<file path="config.mk">
export PLATFORM = sky130hd
export DESIGN_NAME = range_row_gap_interpolator
export DESIGN_NICKNAME = d
export VERILOG_FILES = /design/src/rtl/rrgi_pkg.sv /design/src/rtl/rrgi_ctrl.sv /design/src/rtl/rrgi_dp.sv /design/src/rtl/range_row_gap_interpolator.sv
export VERILOG_INCLUDE_DIRS = /design/src /design/src/rtl
export SDC_FILE = /design/constraint.sdc
export NUM_CORES = 2
export LEC_CHECK = 0
export BUFFER_PORTS_ARGS = -buffer_cell sky130_fd_sc_hd__buf_2
export CORE_MARGIN = 4
export CORE_UTILIZATION = 23
export DETAILED_ROUTE_END_ITERATION = 8
export PLACE_DENSITY = 0.35
export SYNTH_ARGS = -nofsm -noshare
export SYNTH_HDL_FRONTEND = slang
export SYNTH_HIERARCHICAL = 1
export SYNTH_SLANG_ARGS = --single-unit
</file>
<file path="constraint.sdc">
create_clock -name clk -period 30.1 [get_ports clk]
set_input_delay 9.03 -clock clk [delete_from_list [all_inputs] [get_ports clk]]
set_output_delay 9.03 -clock clk [all_outputs]
set_load 0.01 [all_outputs]
</file>
<file path="src/rtl/range_row_gap_interpolator_assert.svh">
// assertion macros for the row gap interpolator
`ifndef RANGE_ROW_GAP_INTERPOLATOR_ASSERT_SVH
`define RANGE_ROW_GAP_INTERPOLATOR_ASSERT_SVH

// condition implies property in the same cycle
`define RRGI_ASSERT_IMP(name, cond, prop, msg) \
    name: assert property (@(posedge clk) disable iff (!rst_n) (cond) |-> (prop)) \
        else $error(msg);

// condition implies property in the next cycle
`define RRGI_ASSERT_NEXT(name, cond, prop, msg) \
    name: assert property (@(posedge clk) disable iff (!rst_n) (cond) |=> (prop)) \
        else $error(msg);

`endif

</file>
<file path="src/rtl/rrgi_pkg.sv">
// shared constants, types and helper functions of the row gap interpolator
package rrgi_pkg;

    localparam int MAX_SPAN  = 3;
    localparam int HOLD_N    = MAX_SPAN - 1;
    localparam int HC_W      = $clog2(MAX_SPAN);
    localparam int HIDX_W    = (HOLD_N > 1) ? $clog2(HOLD_N) : 1;
    localparam int SPAN_W    = $clog2(MAX_SPAN + 1);

    localparam int COORD_W   = 20;
    localparam int INT_W     = 8;
    localparam int REG_W     = 16;
    localparam int CFG_IDX_W = 2;

    localparam int DIFF_W    = 21;
    localparam int NUM_W     = 24;
    localparam int MUL_W     = 27;
    localparam int PROD_W    = 2 * MUL_W;
    localparam int G_W       = REG_W + SPAN_W;
    localparam int D2_W      = 42;
    localparam int R2_W      = 40;
    localparam int A_W       = 40;
    localparam int HALF_W    = 20;
    localparam int SQ_W      = 32;
    localparam int RHS_W     = 80;
    localparam int LHS_SHIFT = 32;
    localparam int RECIP_SHIFT = 27;

    // register indexes
    localparam logic [CFG_IDX_W-1:0] REG_MAX_ERROR    = 2'd0;
    localparam logic [CFG_IDX_W-1:0] REG_BASE_ERROR   = 2'd1;
    localparam logic [CFG_IDX_W-1:0] REG_ANGLE_FACTOR = 2'd2;

    localparam logic [REG_W-1:0] MAX_ERROR_RST    = 16'd1000;
    localparam logic [REG_W-1:0] BASE_ERROR_RST   = 16'd300;
    localparam logic [REG_W-1:0] ANGLE_FACTOR_RST = 16'd500;

    localparam logic [INT_W-1:0] FILL_INTENSITY = 8'd1;
    localparam logic [INT_W-1:0] HELD_INTENSITY = 8'd0;

    // ceiling reciprocals, exact floor division for dividends below 2^24
    localparam logic [MUL_W-1:0] RECIP_2 = MUL_W'(((2 ** RECIP_SHIFT) + 1) / 2);
    localparam logic [MUL_W-1:0] RECIP_3 = MUL_W'(((2 ** RECIP_SHIFT) + 2) / 3);
    localparam logic [MUL_W-1:0] RECIP_4 = MUL_W'(((2 ** RECIP_SHIFT) + 3) / 4);
    localparam logic [MUL_W-1:0] RECIP_5 = MUL_W'(((2 ** RECIP_SHIFT) + 4) / 5);
    localparam logic [MUL_W-1:0] RECIP_6 = MUL_W'(((2 ** RECIP_SHIFT) + 5) / 6);
    localparam logic [MUL_W-1:0] RECIP_7 = MUL_W'(((2 ** RECIP_SHIFT) + 6) / 7);
    localparam logic [MUL_W-1:0] RECIP_8 = MUL_W'(((2 ** RECIP_SHIFT) + 7) / 8);

    typedef enum logic [4:0] {
        OP_NONE, OP_G, OP_DX, OP_GG, OP_DY, OP_DZ, OP_AX, OP_AY, OP_AZ,
        OP_CX, OP_CY, OP_CZ, OP_MM, OP_BB, OP_R2, OP_LL, OP_LH, OP_HL, OP_HH,
        OP_IX, OP_IY, OP_IZ
    } op_t;

    typedef enum logic [1:0] {
        SRC_CUR, SRC_HELD, SRC_FILL
    } src_t;

    typedef enum logic [3:0] {
        ST_IDLE, ST_DISPATCH, ST_GAP, ST_GAP_WB, ST_DECIDE, ST_EMIT,
        ST_I_ADD, ST_I_MX, ST_I_MY, ST_I_MZ, ST_I_WB, ST_I_OUT
    } state_t;

    typedef struct packed {
        logic              cap_in;
        op_t               op;
        logic [SPAN_W-1:0] span;
        logic              hold_we;
        logic [HIDX_W-1:0] hold_idx;
        logic              anchor_we;
        logic              num_clr;
        logic              num_step;
        logic              out_load;
        src_t              out_src;
        logic [HIDX_W-1:0] out_idx;
    } cmd_t;

    typedef struct packed {
        logic cur_missing;
        logic cur_row_end;
        logic gap_ok;
        logic out_free;
    } sts_t;

    // magnitude of a signed difference
    function automatic logic [DIFF_W-1:0] mag_diff(input logic signed [DIFF_W-1:0] v);
        return v[DIFF_W-1] ? DIFF_W'(-v) : v;
    endfunction

    // reciprocal for a gap span
    function automatic logic [MUL_W-1:0] recip(input logic [SPAN_W-1:0] s);
        logic [MUL_W-1:0] r;
        case (int'(s))
            2: r = RECIP_2;
            3: r = RECIP_3;
            4: r = RECIP_4;
            5: r = RECIP_5;
            6: r = RECIP_6;
            7: r = RECIP_7;
            8: r = RECIP_8;
            default: r = RECIP_2;
        endcase
        return r;
    endfunction

endpackage

</file>
<file path="src/rtl/rrgi_ctrl.sv">
// controller state machine: sequences gap test, fill and result transactions
module rrgi_ctrl
    import rrgi_pkg::*;
(
    input  logic   clk,
    input  logic   rst_n,
    input  logic   in_valid,
    output logic   in_ready,
    input  sts_t   sts,
    output cmd_t   cmd
);

    state_t          state_reg, state_next;
    op_t             op_reg, op_next;
    logic [HC_W-1:0] hc_reg, hc_next;
    logic [HC_W-1:0] e_reg, e_next;
    logic            anchor_reg, anchor_next;
    logic            fill_reg, fill_next;
    logic            can_hold;

    assign can_hold = sts.cur_missing && anchor_reg && !sts.cur_row_end
                      && (hc_reg < HC_W'(HOLD_N));

    // state and control registers
    always_ff @(posedge clk or negedge rst_n)
    begin
        if (!rst_n)
        begin
            state_reg  <= ST_IDLE;
            op_reg     <= OP_NONE;
            hc_reg     <= '0;
            e_reg      <= '0;
            anchor_reg <= 1'b0;
            fill_reg   <= 1'b0;
        end
        else
        begin
            state_reg  <= state_next;
            op_reg     <= op_next;
            hc_reg     <= hc_next;
            e_reg      <= e_next;
            anchor_reg <= anchor_next;
            fill_reg   <= fill_next;
        end
    end

    // next state
    always_comb
    begin
        state_next  = state_reg;
        op_next     = op_reg;
        hc_next     = hc_reg;
        e_next      = e_reg;
        anchor_next = anchor_reg;
        fill_next   = fill_reg;
        case (state_reg)
            ST_IDLE:
            begin
                if (in_valid)
                    state_next = ST_DISPATCH;
            end
            ST_DISPATCH:
            begin
                e_next    = '0;
                fill_next = 1'b0;
                if (can_hold)
                begin
                    hc_next    = hc_reg + HC_W'(1);
                    state_next = ST_IDLE;
                end
                else if (!sts.cur_missing && anchor_reg && (hc_reg != '0))
                begin
                    op_next    = OP_G;
                    state_next = ST_GAP;
                end
                else
                    state_next = ST_EMIT;
            end
            ST_GAP:
            begin
                if (op_reg == OP_HH)
                    state_next = ST_GAP_WB;
                else
                    op_next = op_t'(op_reg + 5'd1);
            end
            ST_GAP_WB: state_next = ST_DECIDE;
            ST_DECIDE:
            begin
                fill_next  = sts.gap_ok;
                state_next = ST_EMIT;
            end
            ST_EMIT:
            begin
                if (e_reg == hc_reg)
                begin
                    if (sts.out_free)
                    begin
                        hc_next     = '0;
                        anchor_next = !sts.cur_missing && !sts.cur_row_end;
                        state_next  = ST_IDLE;
                    end
                end
                else if (fill_reg)
                    state_next = ST_I_ADD;
                else if (sts.out_free)
                    e_next = e_reg + HC_W'(1);
            end
            ST_I_ADD: state_next = ST_I_MX;
            ST_I_MX:  state_next = ST_I_MY;
            ST_I_MY:  state_next = ST_I_MZ;
            ST_I_MZ:  state_next = ST_I_WB;
            ST_I_WB:  state_next = ST_I_OUT;
            ST_I_OUT:
            begin
                if (sts.out_free)
                begin
                    e_next     = e_reg + HC_W'(1);
                    state_next = ST_EMIT;
                end
            end
            default: state_next = ST_IDLE;
        endcase
    end

    // commands to the datapath
    always_comb
    begin
        cmd           = '0;
        cmd.op        = OP_NONE;
        cmd.out_src   = SRC_CUR;
        cmd.span      = SPAN_W'(hc_reg) + SPAN_W'(1);
        cmd.hold_idx  = hc_reg[HIDX_W-1:0];
        cmd.out_idx   = e_reg[HIDX_W-1:0];
        in_ready      = 1'b0;
        case (state_reg)
            ST_IDLE:
            begin
                in_ready   = 1'b1;
                cmd.cap_in = in_valid;
            end
            ST_DISPATCH: cmd.hold_we = can_hold;
            ST_GAP:      cmd.op = op_reg;
            ST_DECIDE:   cmd.num_clr = 1'b1;
            ST_EMIT:
            begin
                if (e_reg == hc_reg)
                begin
                    cmd.out_load  = sts.out_free;
                    cmd.out_src   = SRC_CUR;
                    cmd.anchor_we = sts.out_free && !sts.cur_missing && !sts.cur_row_end;
                end
                else if (!fill_reg)
                begin
                    cmd.out_load = sts.out_free;
                    cmd.out_src  = SRC_HELD;
                end
            end
            ST_I_ADD: cmd.num_step = 1'b1;
            ST_I_MX:  cmd.op = OP_IX;
            ST_I_MY:  cmd.op = OP_IY;
            ST_I_MZ:  cmd.op = OP_IZ;
            ST_I_OUT:
            begin
                cmd.out_load = sts.out_free;
                cmd.out_src  = SRC_FILL;
            end
            default: ;
        endcase
    end

endmodule

</file>
<file path="src/rtl/rrgi_dp.sv">
// datapath: point registers, shared multiplier, gap test and output register
module rrgi_dp
    import rrgi_pkg::*;
(
    input  logic                      clk,
    input  logic                      rst_n,
    input  logic                      cfg_we,
    input  logic [CFG_IDX_W-1:0]      cfg_index,
    input  logic [REG_W-1:0]          cfg_data,
    input  logic signed [COORD_W-1:0] x_mm,
    input  logic signed [COORD_W-1:0] y_mm,
    input  logic signed [COORD_W-1:0] z_mm,
    input  logic [INT_W-1:0]          intensity,
    input  logic                      row_end,
    output logic                      out_valid,
    input  logic                      out_ready,
    output logic signed [COORD_W-1:0] out_x_mm,
    output logic signed [COORD_W-1:0] out_y_mm,
    output logic signed [COORD_W-1:0] out_z_mm,
    output logic [INT_W-1:0]          out_intensity,
    output logic                      was_filled,
    output logic                      out_row_end,
    output logic                      last_of_run,
    input  cmd_t                      cmd,
    output sts_t                      sts
);

    logic [REG_W-1:0] max_err_reg, base_err_reg, factor_reg;

    logic signed [COORD_W-1:0] cur_x_reg, cur_y_reg, cur_z_reg;
    logic [INT_W-1:0]          cur_int_reg;
    logic                      cur_rend_reg;
    logic signed [COORD_W-1:0] anc_x_reg, anc_y_reg, anc_z_reg;
    logic signed [COORD_W-1:0] held_x_reg [HOLD_N];
    logic signed [COORD_W-1:0] held_y_reg [HOLD_N];
    logic signed [COORD_W-1:0] held_z_reg [HOLD_N];

    logic signed [DIFF_W-1:0]  diff_x, diff_y, diff_z;
    logic signed [NUM_W-1:0]   num_x_reg, num_y_reg, num_z_reg;
    logic signed [COORD_W-1:0] fill_x_reg, fill_y_reg, fill_z_reg;

    logic [MUL_W-1:0]  opa, opb;
    logic [PROD_W-1:0] prod_reg;
    op_t               wb_reg;

    logic [G_W-1:0]    g_reg;
    logic [A_W-1:0]    a_reg;
    logic [D2_W-1:0]   d2_reg;
    logic [R2_W-1:0]   ra_reg, rb_reg, r2_reg;
    logic [SQ_W-1:0]   mm2_reg, bb2_reg;
    logic [RHS_W-1:0]  rhs_reg;
    logic [RHS_W-1:0]  lhs;

    logic                      out_valid_reg;
    logic signed [COORD_W-1:0] out_x_reg, out_y_reg, out_z_reg;
    logic [INT_W-1:0]          out_int_reg;
    logic                      out_fill_reg, out_rend_reg, out_last_reg;

    logic [NUM_W-1:0]          q;
    logic signed [NUM_W:0]     q_off;
    logic signed [NUM_W-1:0]   num_sel;
    logic signed [COORD_W-1:0] anc_sel;
    logic signed [COORD_W-1:0] fill_val;

    // configuration registers
    always_ff @(posedge clk or negedge rst_n)
    begin
        if (!rst_n)
        begin
            max_err_reg  <= MAX_ERROR_RST;
            base_err_reg <= BASE_ERROR_RST;
            factor_reg   <= ANGLE_FACTOR_RST;
        end
        else if (cfg_we)
        begin
            case (cfg_index)
                REG_MAX_ERROR:    max_err_reg  <= cfg_data;
                REG_BASE_ERROR:   base_err_reg <= cfg_data;
                REG_ANGLE_FACTOR: factor_reg   <= cfg_data;
                default: ;
            endcase
        end
    end

    // current point, anchor and held points
    always_ff @(posedge clk)
    begin
        if (cmd.cap_in)
        begin
            cur_x_reg    <= x_mm;
            cur_y_reg    <= y_mm;
            cur_z_reg    <= z_mm;
            cur_int_reg  <= intensity;
            cur_rend_reg <= row_end;
        end
        if (cmd.anchor_we)
        begin
            anc_x_reg <= cur_x_reg;
            anc_y_reg <= cur_y_reg;
            anc_z_reg <= cur_z_reg;
        end
        if (cmd.hold_we)
        begin
            held_x_reg[cmd.hold_idx] <= cur_x_reg;
            held_y_reg[cmd.hold_idx] <= cur_y_reg;
            held_z_reg[cmd.hold_idx] <= cur_z_reg;
        end
    end

    assign diff_x = DIFF_W'(cur_x_reg) - DIFF_W'(anc_x_reg);
    assign diff_y = DIFF_W'(cur_y_reg) - DIFF_W'(anc_y_reg);
    assign diff_z = DIFF_W'(cur_z_reg) - DIFF_W'(anc_z_reg);

    // interpolation numerators, one difference added per filled point
    always_ff @(posedge clk)
    begin
        if (cmd.num_clr)
        begin
            num_x_reg <= '0;
            num_y_reg <= '0;
            num_z_reg <= '0;
        end
        else if (cmd.num_step)
        begin
            num_x_reg <= num_x_reg + NUM_W'(diff_x);
            num_y_reg <= num_y_reg + NUM_W'(diff_y);
            num_z_reg <= num_z_reg + NUM_W'(diff_z);
        end
    end

    // rounded magnitude to divide: |num| + span/2
    function automatic logic [MUL_W-1:0] round_in(input logic signed [NUM_W-1:0] n,
                                                  input logic [SPAN_W-1:0] s);
        logic [NUM_W-1:0] m;
        m = n[NUM_W-1] ? NUM_W'(-n) : n;
        return MUL_W'(m) + MUL_W'(s >> 1);
    endfunction

    // shared multiplier operand select
    always_comb
    begin
        opa = '0;
        opb = '0;
        case (cmd.op)
            OP_G:  begin opa = MUL_W'(factor_reg); opb = MUL_W'(cmd.span); end
            OP_DX: begin opa = MUL_W'(mag_diff(diff_x)); opb = opa; end
            OP_DY: begin opa = MUL_W'(mag_diff(diff_y)); opb = opa; end
            OP_DZ: begin opa = MUL_W'(mag_diff(diff_z)); opb = opa; end
            OP_GG: begin opa = MUL_W'(g_reg); opb = opa; end
            OP_AX: begin opa = MUL_W'(mag_diff(DIFF_W'(anc_x_reg))); opb = opa; end
            OP_AY: begin opa = MUL_W'(mag_diff(DIFF_W'(anc_y_reg))); opb = opa; end
            OP_AZ: begin opa = MUL_W'(mag_diff(DIFF_W'(anc_z_reg))); opb = opa; end
            OP_CX: begin opa = MUL_W'(mag_diff(DIFF_W'(cur_x_reg))); opb = opa; end
            OP_CY: begin opa = MUL_W'(mag_diff(DIFF_W'(cur_y_reg))); opb = opa; end
            OP_CZ: begin opa = MUL_W'(mag_diff(DIFF_W'(cur_z_reg))); opb = opa; end
            OP_MM: begin opa = MUL_W'(max_err_reg); opb = opa; end
            OP_BB: begin opa = MUL_W'(base_err_reg); opb = opa; end
            OP_LL: begin opa = MUL_W'(a_reg[HALF_W-1:0]); opb = MUL_W'(r2_reg[HALF_W-1:0]); end
            OP_LH: begin opa = MUL_W'(a_reg[HALF_W-1:0]); opb = MUL_W'(r2_reg[R2_W-1:HALF_W]); end
            OP_HL: begin opa = MUL_W'(a_reg[A_W-1:HALF_W]); opb = MUL_W'(r2_reg[HALF_W-1:0]); end
            OP_HH: begin opa = MUL_W'(a_reg[A_W-1:HALF_W]); opb = MUL_W'(r2_reg[R2_W-1:HALF_W]); end
            OP_IX: begin opa = round_in(num_x_reg, cmd.span); opb = recip(cmd.span); end
            OP_IY: begin opa = round_in(num_y_reg, cmd.span); opb = recip(cmd.span); end
            OP_IZ: begin opa = round_in(num_z_reg, cmd.span); opb = recip(cmd.span); end
            default: ;
        endcase
    end

    // multiplier stage and write-back tag
    always_ff @(posedge clk or negedge rst_n)
    begin
        if (!rst_n)
            wb_reg <= OP_NONE;
        else
            wb_reg <= cmd.op;
    end

    always_ff @(posedge clk)
    begin
        prod_reg <= opa * opb;
    end

    // quotient with sign, added to the anchor coordinate
    always_comb
    begin
        case (wb_reg)
            OP_IY:   begin num_sel = num_y_reg; anc_sel = anc_y_reg; end
            OP_IZ:   begin num_sel = num_z_reg; anc_sel = anc_z_reg; end
            default: begin num_sel = num_x_reg; anc_sel = anc_x_reg; end
        endcase
        q        = prod_reg[RECIP_SHIFT +: NUM_W];
        q_off    = num_sel[NUM_W-1] ? -$signed({1'b0, q}) : $signed({1'b0, q});
        fill_val = COORD_W'((NUM_W + 1)'(anc_sel) + q_off);
    end

    // accumulate products
    always_ff @(posedge clk)
    begin
        case (wb_reg)
            OP_G:  g_reg   <= prod_reg[G_W-1:0];
            OP_DX: d2_reg  <= prod_reg[D2_W-1:0];
            OP_DY: d2_reg  <= d2_reg + prod_reg[D2_W-1:0];
            OP_DZ: d2_reg  <= d2_reg + prod_reg[D2_W-1:0];
            OP_GG: a_reg   <= prod_reg[A_W-1:0];
            OP_AX: ra_reg  <= prod_reg[R2_W-1:0];
            OP_AY: ra_reg  <= ra_reg + prod_reg[R2_W-1:0];
            OP_AZ: ra_reg  <= ra_reg + prod_reg[R2_W-1:0];
            OP_CX: rb_reg  <= prod_reg[R2_W-1:0];
            OP_CY: rb_reg  <= rb_reg + prod_reg[R2_W-1:0];
            OP_CZ: rb_reg  <= rb_reg + prod_reg[R2_W-1:0];
            OP_MM: mm2_reg <= prod_reg[SQ_W-1:0];
            OP_BB: bb2_reg <= prod_reg[SQ_W-1:0];
            OP_LL: rhs_reg <= RHS_W'(prod_reg);
            OP_LH: rhs_reg <= rhs_reg + (RHS_W'(prod_reg) << HALF_W);
            OP_HL: rhs_reg <= rhs_reg + (RHS_W'(prod_reg) << HALF_W);
            OP_HH: rhs_reg <= rhs_reg + (RHS_W'(prod_reg) << (2 * HALF_W));
            OP_IX: fill_x_reg <= fill_val;
            OP_IY: fill_y_reg <= fill_val;
            OP_IZ: fill_z_reg <= fill_val;
            default: ;
        endcase
        // larger norm of the two bounding points
        if (cmd.op == OP_R2)
            r2_reg <= (ra_reg > rb_reg) ? ra_reg : rb_reg;
    end

    // gap test on squared values
    assign lhs = RHS_W'(d2_reg) << LHS_SHIFT;

    assign sts.gap_ok = (d2_reg < D2_W'(mm2_reg))
                        && ((d2_reg < D2_W'(bb2_reg)) || (lhs < rhs_reg));
    assign sts.cur_missing = (cur_int_reg == '0);
    assign sts.cur_row_end = cur_rend_reg;
    assign sts.out_free    = !out_valid_reg || out_ready;

    // output register
    always_ff @(posedge clk or negedge rst_n)
    begin
        if (!rst_n)
            out_valid_reg <= 1'b0;
        else if (cmd.out_load)
            out_valid_reg <= 1'b1;
        else if (out_ready)
            out_valid_reg <= 1'b0;
    end

    always_ff @(posedge clk)
    begin
        if (cmd.out_load)
        begin
            case (cmd.out_src)
                SRC_HELD:
                begin
                    // held points are always missing points
                    out_x_reg    <= held_x_reg[cmd.out_idx];
                    out_y_reg    <= held_y_reg[cmd.out_idx];
                    out_z_reg    <= held_z_reg[cmd.out_idx];
                    out_int_reg  <= HELD_INTENSITY;
                    out_fill_reg <= 1'b0;
                    out_rend_reg <= 1'b0;
                    out_last_reg <= 1'b0;
                end
                SRC_FILL:
                begin
                    out_x_reg    <= fill_x_reg;
                    out_y_reg    <= fill_y_reg;
                    out_z_reg    <= fill_z_reg;
                    out_int_reg  <= FILL_INTENSITY;
                    out_fill_reg <= 1'b1;
                    out_rend_reg <= 1'b0;
                    out_last_reg <= 1'b0;
                end
                default:
                begin
                    out_x_reg    <= cur_x_reg;
                    out_y_reg    <= cur_y_reg;
                    out_z_reg    <= cur_z_reg;
                    out_int_reg  <= cur_int_reg;
                    out_fill_reg <= 1'b0;
                    out_rend_reg <= cur_rend_reg;
                    out_last_reg <= 1'b1;
                end
            endcase
        end
    end

    assign out_valid     = out_valid_reg;
    assign out_x_mm      = out_x_reg;
    assign out_y_mm      = out_y_reg;
    assign out_z_mm      = out_z_reg;
    assign out_intensity = out_int_reg;
    assign was_filled    = out_fill_reg;
    assign out_row_end   = out_rend_reg;
    assign last_of_run   = out_last_reg;

endmodule

</file>
<file path="src/rtl/range_row_gap_interpolator.sv">
// top level of the row gap interpolator: controller, datapath and checks
// a point that closes no gap goes from dispatch through emit into the output register;
// a held missing point is stored in dispatch and the input is then ready again
// a point closing a gap of n held points: a gap test sequence on one shared 27x27
// multiplier, then a fill step sequence per filled point or a release, and then its own result
// output stalls hold each result; the input is ready again once all results are in the output
// register; reset: asynchronous active low, clears control state, thresholds 1000/300/500
`include "range_row_gap_interpolator_assert.svh"

module range_row_gap_interpolator
    import rrgi_pkg::*;
(
    input  logic                      clk,
    input  logic                      rst_n,
    input  logic                      cfg_we,
    input  logic [CFG_IDX_W-1:0]      cfg_index,
    input  logic [REG_W-1:0]          cfg_data,
    input  logic                      in_valid,
    output logic                      in_ready,
    input  logic signed [COORD_W-1:0] x_mm,
    input  logic signed [COORD_W-1:0] y_mm,
    input  logic signed [COORD_W-1:0] z_mm,
    input  logic [INT_W-1:0]          intensity,
    input  logic                      row_end,
    output logic                      out_valid,
    input  logic                      out_ready,
    output logic signed [COORD_W-1:0] out_x_mm,
    output logic signed [COORD_W-1:0] out_y_mm,
    output logic signed [COORD_W-1:0] out_z_mm,
    output logic [INT_W-1:0]          out_intensity,
    output logic                      was_filled,
    output logic                      out_row_end,
    output logic                      last_of_run
);

    cmd_t cmd;
    sts_t sts;

    // controller
    rrgi_ctrl u_ctrl (
        .clk      (clk),
        .rst_n    (rst_n),
        .in_valid (in_valid),
        .in_ready (in_ready),
        .sts      (sts),
        .cmd      (cmd)
    );

    // datapath
    rrgi_dp u_dp (
        .clk           (clk),
        .rst_n         (rst_n),
        .cfg_we        (cfg_we),
        .cfg_index     (cfg_index),
        .cfg_data      (cfg_data),
        .x_mm          (x_mm),
        .y_mm          (y_mm),
        .z_mm          (z_mm),
        .intensity     (intensity),
        .row_end       (row_end),
        .out_valid     (out_valid),
        .out_ready     (out_ready),
        .out_x_mm      (out_x_mm),
        .out_y_mm      (out_y_mm),
        .out_z_mm      (out_z_mm),
        .out_intensity (out_intensity),
        .was_filled    (was_filled),
        .out_row_end   (out_row_end),
        .last_of_run   (last_of_run),
        .cmd           (cmd),
        .sts           (sts)
    );

    // checks
    `RRGI_ASSERT_NEXT(a_busy_after_accept, in_valid && in_ready, !in_ready, "ready held after accept")
    `RRGI_ASSERT_IMP(a_fill_marked, out_valid && was_filled, (out_intensity == FILL_INTENSITY) && !last_of_run && !out_row_end, "filled point wrongly marked")
    `RRGI_ASSERT_IMP(a_no_overwrite, cmd.out_load, !out_valid || out_ready, "output register overwritten")

endmodule
</file>
# Yosys cells after proc, flatten, opt, wreduce, memory -nomap -nowiden

Memory sizes are Yosys's and may differ from the RTL's.
Index checks and enable logic that the tools add are counted.

Output and inout port bits: 73
Register bits after elaboration: 819
Logic and storage cells: 265
Memory bits (read-only): 0
Latch bits: 0
Bits in writable memories: 120
Memories kept: 3
Bits of input ports: 92

Bitwise logic cells: 0
Div/mod/pow operators: 0
Equality and inequality tests: 72
Reductions and logical operators: 45
Multipliers: 1
Mux-type cells: 66
Shift operators: 0
$lt $le $gt $ge: 5
Add/sub/neg operators: 31

Memories:

| memory          | depth | bits a word | read ports | clocked after memory_dff | write ports | RTL line      | text |
|---|---|---|---|---|---|---|---|
| u_dp.held_x_reg | 2     | 20          | 1          | 0                        | 1           | rrgi_dp.sv:34 | `logic signed [COORD_W-1:0] held_x_reg [HOLD_N];` |
| u_dp.held_y_reg | 2     | 20          | 1          | 0                        | 1           | rrgi_dp.sv:35 | `logic signed [COORD_W-1:0] held_y_reg [HOLD_N];` |
| u_dp.held_z_reg | 2     | 20          | 1          | 0                        | 1           | rrgi_dp.sv:36 | `logic signed [COORD_W-1:0] held_z_reg [HOLD_N];` |

Operators by type and width:

| cell                                                             | count |
|---|---|
| 27-bit one-hot mux with 18 select lines                          | 1 |
| 27-bit one-hot mux with 16 select lines                          | 1 |
| 80-bit one-hot mux with 3 select lines                           | 1 |
| 21-bit two-way mux                                               | 9 |
| 20-bit one-hot mux with 2 select lines                           | 4 |
| 40-bit one-hot mux with 2 select lines                           | 2 |
| 20-bit negator with 21-bit output                                | 6 |
| 42-bit by 32-bit < comparator with 1-bit output                  | 2 |
| 42-bit one-hot mux with 2 select lines                           | 1 |
| 40-bit adder                                                     | 2 |
| 80-bit by 74-bit adder with 80-bit output                        | 1 |
| 80-bit adder                                                     | 1 |
| 74-bit by 80-bit < comparator with 1-bit output                  | 1 |
| 24-bit by 1-bit adder with 25-bit output                         | 3 |
| 5-bit by 4-bit == test with 1-bit output (second input constant) | 15 |
| 24-bit by 21-bit adder with 24-bit output                        | 3 |
| 24-bit two-way mux                                               | 3 |
| 24-bit negator                                                   | 3 |
| 5-bit == test (second input constant)                            | 13 |
| 21-bit negator                                                   | 3 |
| 20-bit by 20-bit subtractor with 21-bit output                   | 3 |
| 27-bit by 27-bit multiplier with 54-bit output                   | 1 |
| 24-bit one-hot mux with 2 select lines                           | 1 |
| 4-bit one-hot mux with 12 select lines                           | 1 |
| other kinds (50)                                                 | 139 |

# Depth between registers and ports, before layout

Depth after elaboration: 8
Depth in mapped cells: 48

# Modules after synthesis

Netlist, hierarchy kept.

By module, submodules not included:

| module    | area each (sq um) | times used | sequential area each (sq um) | cells each |
|---|---|---|---|---|
| rrgi_dp   | 83192.3           | 1          | 26235.2                      | 8619 |
| rrgi_ctrl | 1162.4            | 1          | 375.4                        | 147 |

# Worst setup path after synthesis

Ideal clock, no wire load.

Kind: input -> register
Start: in out_ready
End: reg u_dp.anc_x_reg[0], enable pin
Library setup time: 552 ps
Data required time: 29548 ps
Stages: 3
Path slack: 16145 ps
Data arrival time: 13403 ps
Path through: nand2b_1 -> nand2_1 -> nor3_1

RTL lines:

| element              | RTL line                         | text |
|---|---|---|
| from (decl)          | range_row_gap_interpolator.sv:26 | `input logic out_ready,` |
| to (signal assigned) | rrgi_dp.sv:98                    | `anc_x_reg <= cur_x_reg;` |
| to (decl)            | rrgi_dp.sv:33                    | `logic signed [COORD_W-1:0] anc_x_reg, anc_y_reg, anc_z_reg;` |

==> results.ini <==
[status]
status=finished clean

[setup_path]
crit_type=reg -> reg
cp_max_fo=20
path_delay_family=compound AO/OA/AOI/OAI gates
start_kind=flip-flop
crit_top_cell=fa_1
crit_start=u_ctrl/state_reg[1]
required_ns=30.76
rr_startpoint=u_ctrl/state_reg[1]
cp_num_buf_inv=5
critPathMaxStageDelay_ns=0.81
critPathCaptureType=flip-flop
slowest_stage=nor2_1
cp.arrival_ns=13.99

[clock_network]
cts_setup_buffers=0
cts_max_path_buffers=3
htreeDepth=3
tritoncts=done
postCtsHoldBufs=0
clk_latency_ns=0.80
cts_resized=0
cts_root_buf=clkbuf_16
clk_pin_slew_ns=0.06
clock_sinks=939
cts-buffers-inserted=121

[power]
switchingPower_uw=5410
pwr-share-clk_pct=14.8
power.internal_uw=5010
peakVddDrop_v=0.000100
p_leak_uw=0.0404
pwr-share-comb_pct=65.4
seqPwrFrac_pct=19.8
powerDensity_nw_per_um2=108
switching_share_pct=51.9

[yosys]
yosysSeqAreaShare_pct=31.5
ys_ff_latch=939
synth_area_um2=84400
synth_top_area_cell=edfxtp_1
yosysMostFrequentCell=inv_1
synth_warnings=6
synth_edf_count=744
synth_common_cells=inv_1, ha_1, edfxtp_1
synth_top_area_share_pct=26.5
synth_flop_cell=edfxtp_1
async_flop_share_pct=7.35
avgSynthCellArea_um2=9.62
synth_area_leaders=edfxtp_1, fa_1, ha_1
synth_cell_types=111
synthCells=8766

[timing]
grt_setup_unrepaired=false
post-route-period-util_pct=44.3
tightest_slew_ns=1.37
drv_slew=0
hold_ws_ns=0.508
fin_crit_ns=13.33
max_freq_mhz=75.0
hold_violations=0
setup_viol=0
skew_ns=0.0592
slew_headroom_pct=8.71
tns_ns=0

[cells_and_area]
multiInputGateArea_um2=52900
nNetsFinal=10371
nFillCells=38957
largest_register_ffs=80
drive_above_1_share_pct=9.48
area_growth_pct=14.0
seqCellArea_um2=26600

[grt]
overflow=0
grt_pass1_wl_um=516000
antenna_found_initial=45
grt_usage_pct=18.9
grt_pass1_vias=68661
grt_max_degree=78

[drt]
via_per_inst=4.89
drt_iter0_drc=5300
drt_pass1_iterations=8
final_antenna_net_count=0
wl_um=364000
drc=0
vias=68062
wl_per_cell_um=26.1

[floorplan]
die_w_um=614
io_pins=165
initial_core_util_pct=23.1
fp.dieH_um=614
die-area_um2=377000
rows=222
core_region_area_um2=366000

[run]
cap_violations=0

[worst_hold_path]
min_from=u_ctrl/e_reg[1]
min_path_type=reg -> reg

[placement]
place.gp.congestion=0.894
hpwlAfterDp_um=279000
portBuffers=164

per-stage QoR:
stage	instance area (µm²)	std cells	total power, µW	utilization [%]	worst slack (ns)
2_1_floorplan	84600	8837	6340	-	16.15
3_3_place_gp	91900	13680	8910	25.2	16.60
3_5_place_dp	92000	13683	8890	25.2	16.72
4_1_cts	96200	13910	10500	26.3	16.70
5_1_grt	96200	13911	11200	26.3	16.12
6_report	96200	13922	10400	26.3	16.77
power groups by stage:
stage	logic (µW)	registers [µW]	clock network [µW]
after CTS	6860	2060	1600
after global placement	6820	2090	0
final	6820	2060	1550
after detailed placement	6800	2090	0
after floorplan	4330	2000	0
after global routing	7500	2080	1650
layout by cell type (no fill, tap or decap), types with 94 or more instances in the layout:
cell	netlist	routed
a21o_1	225	224
a21oi_1	499	496
and2_1	102	100
buf_2	23	163
buf_4	6	196
clkbuf_16	0	131
dfxtp_1	126	124
edfxtp_1	744	744
fa_1	536	536
ha_1	753	751
inv_1	1082	1082
mux2_2	160	160
mux2i_1	94	94
nand2_1	689	687
nand2b_1	104	103
nand3_1	144	142
nor2_1	568	559
nor3_1	129	121
o21ai_0	442	438
xnor2_1	383	383
xor2_1	196	196
worst register-to-register path: cells and delay by family, from the launching register on:
| kind | cells | cell delay, ns |
|---|---|---|
| and+or+nand+nor | 11 | 3.70 |
| buffers and inverters | 5 | 0.44 |
| AOI/OAI and AO/OA | 14 | 4.16 |
| adders and majority gates | 8 | 4.07 |
| DFF | 1 | 0.70 |
| xor gates and xnor gates | 1 | 0.16 |
path summary, 6_finish.rpt:
path | endpoint | slack (ns) | cells after the start
setup / recovery | u_dp/prod_reg[52] | 16.77 | 39
hold / removal | u_ctrl/e_reg[1] | 0.51 | 1
setup reg to reg | u_dp/prod_reg[52] | 16.77 | 39
hold reg to reg | u_ctrl/e_reg[1] | 0.51 | 1
max in group asynchronous | u_ctrl/e_reg[0] | 20.81 | 2
min in group asynchronous | u_dp/out_valid | 8.15 | 1
layer usage:
layer	global-route usage [%]	share of wire, %
met1	25.5	45
met3	1.62	4.4
met2	32.1	48
met5	0	0.0036
met4	5.28	3.1
layout make-up:
type | count | share of cell area (%)
Antenna cell | 12 | 0.0312
Clock buffer | 169 | 3.68
Clock inverter | 58 | 0.685
Inverter | 1084 | 4.23
Multi-Input combinational cell | 6483 | 55.0
Sequential cell | 939 | 27.7
Tap cell | 4816 | 6.26
Timing Repair Buffer | 361 | 2.41
cell families after synthesis:
family	after synthesis	synth area share (%)
and+or+nand+nor	2220	12.6
AOI/OAI and AO/OA	2067	16.3
buffers and inverters	1415	6.37
adders and majority gates	1289	23.9
DFF	939	31.5
xor gates and xnor gates	579	6.01
muxes	255	3.27
other	2	0.00890
(Power assumes the default switching activity.)
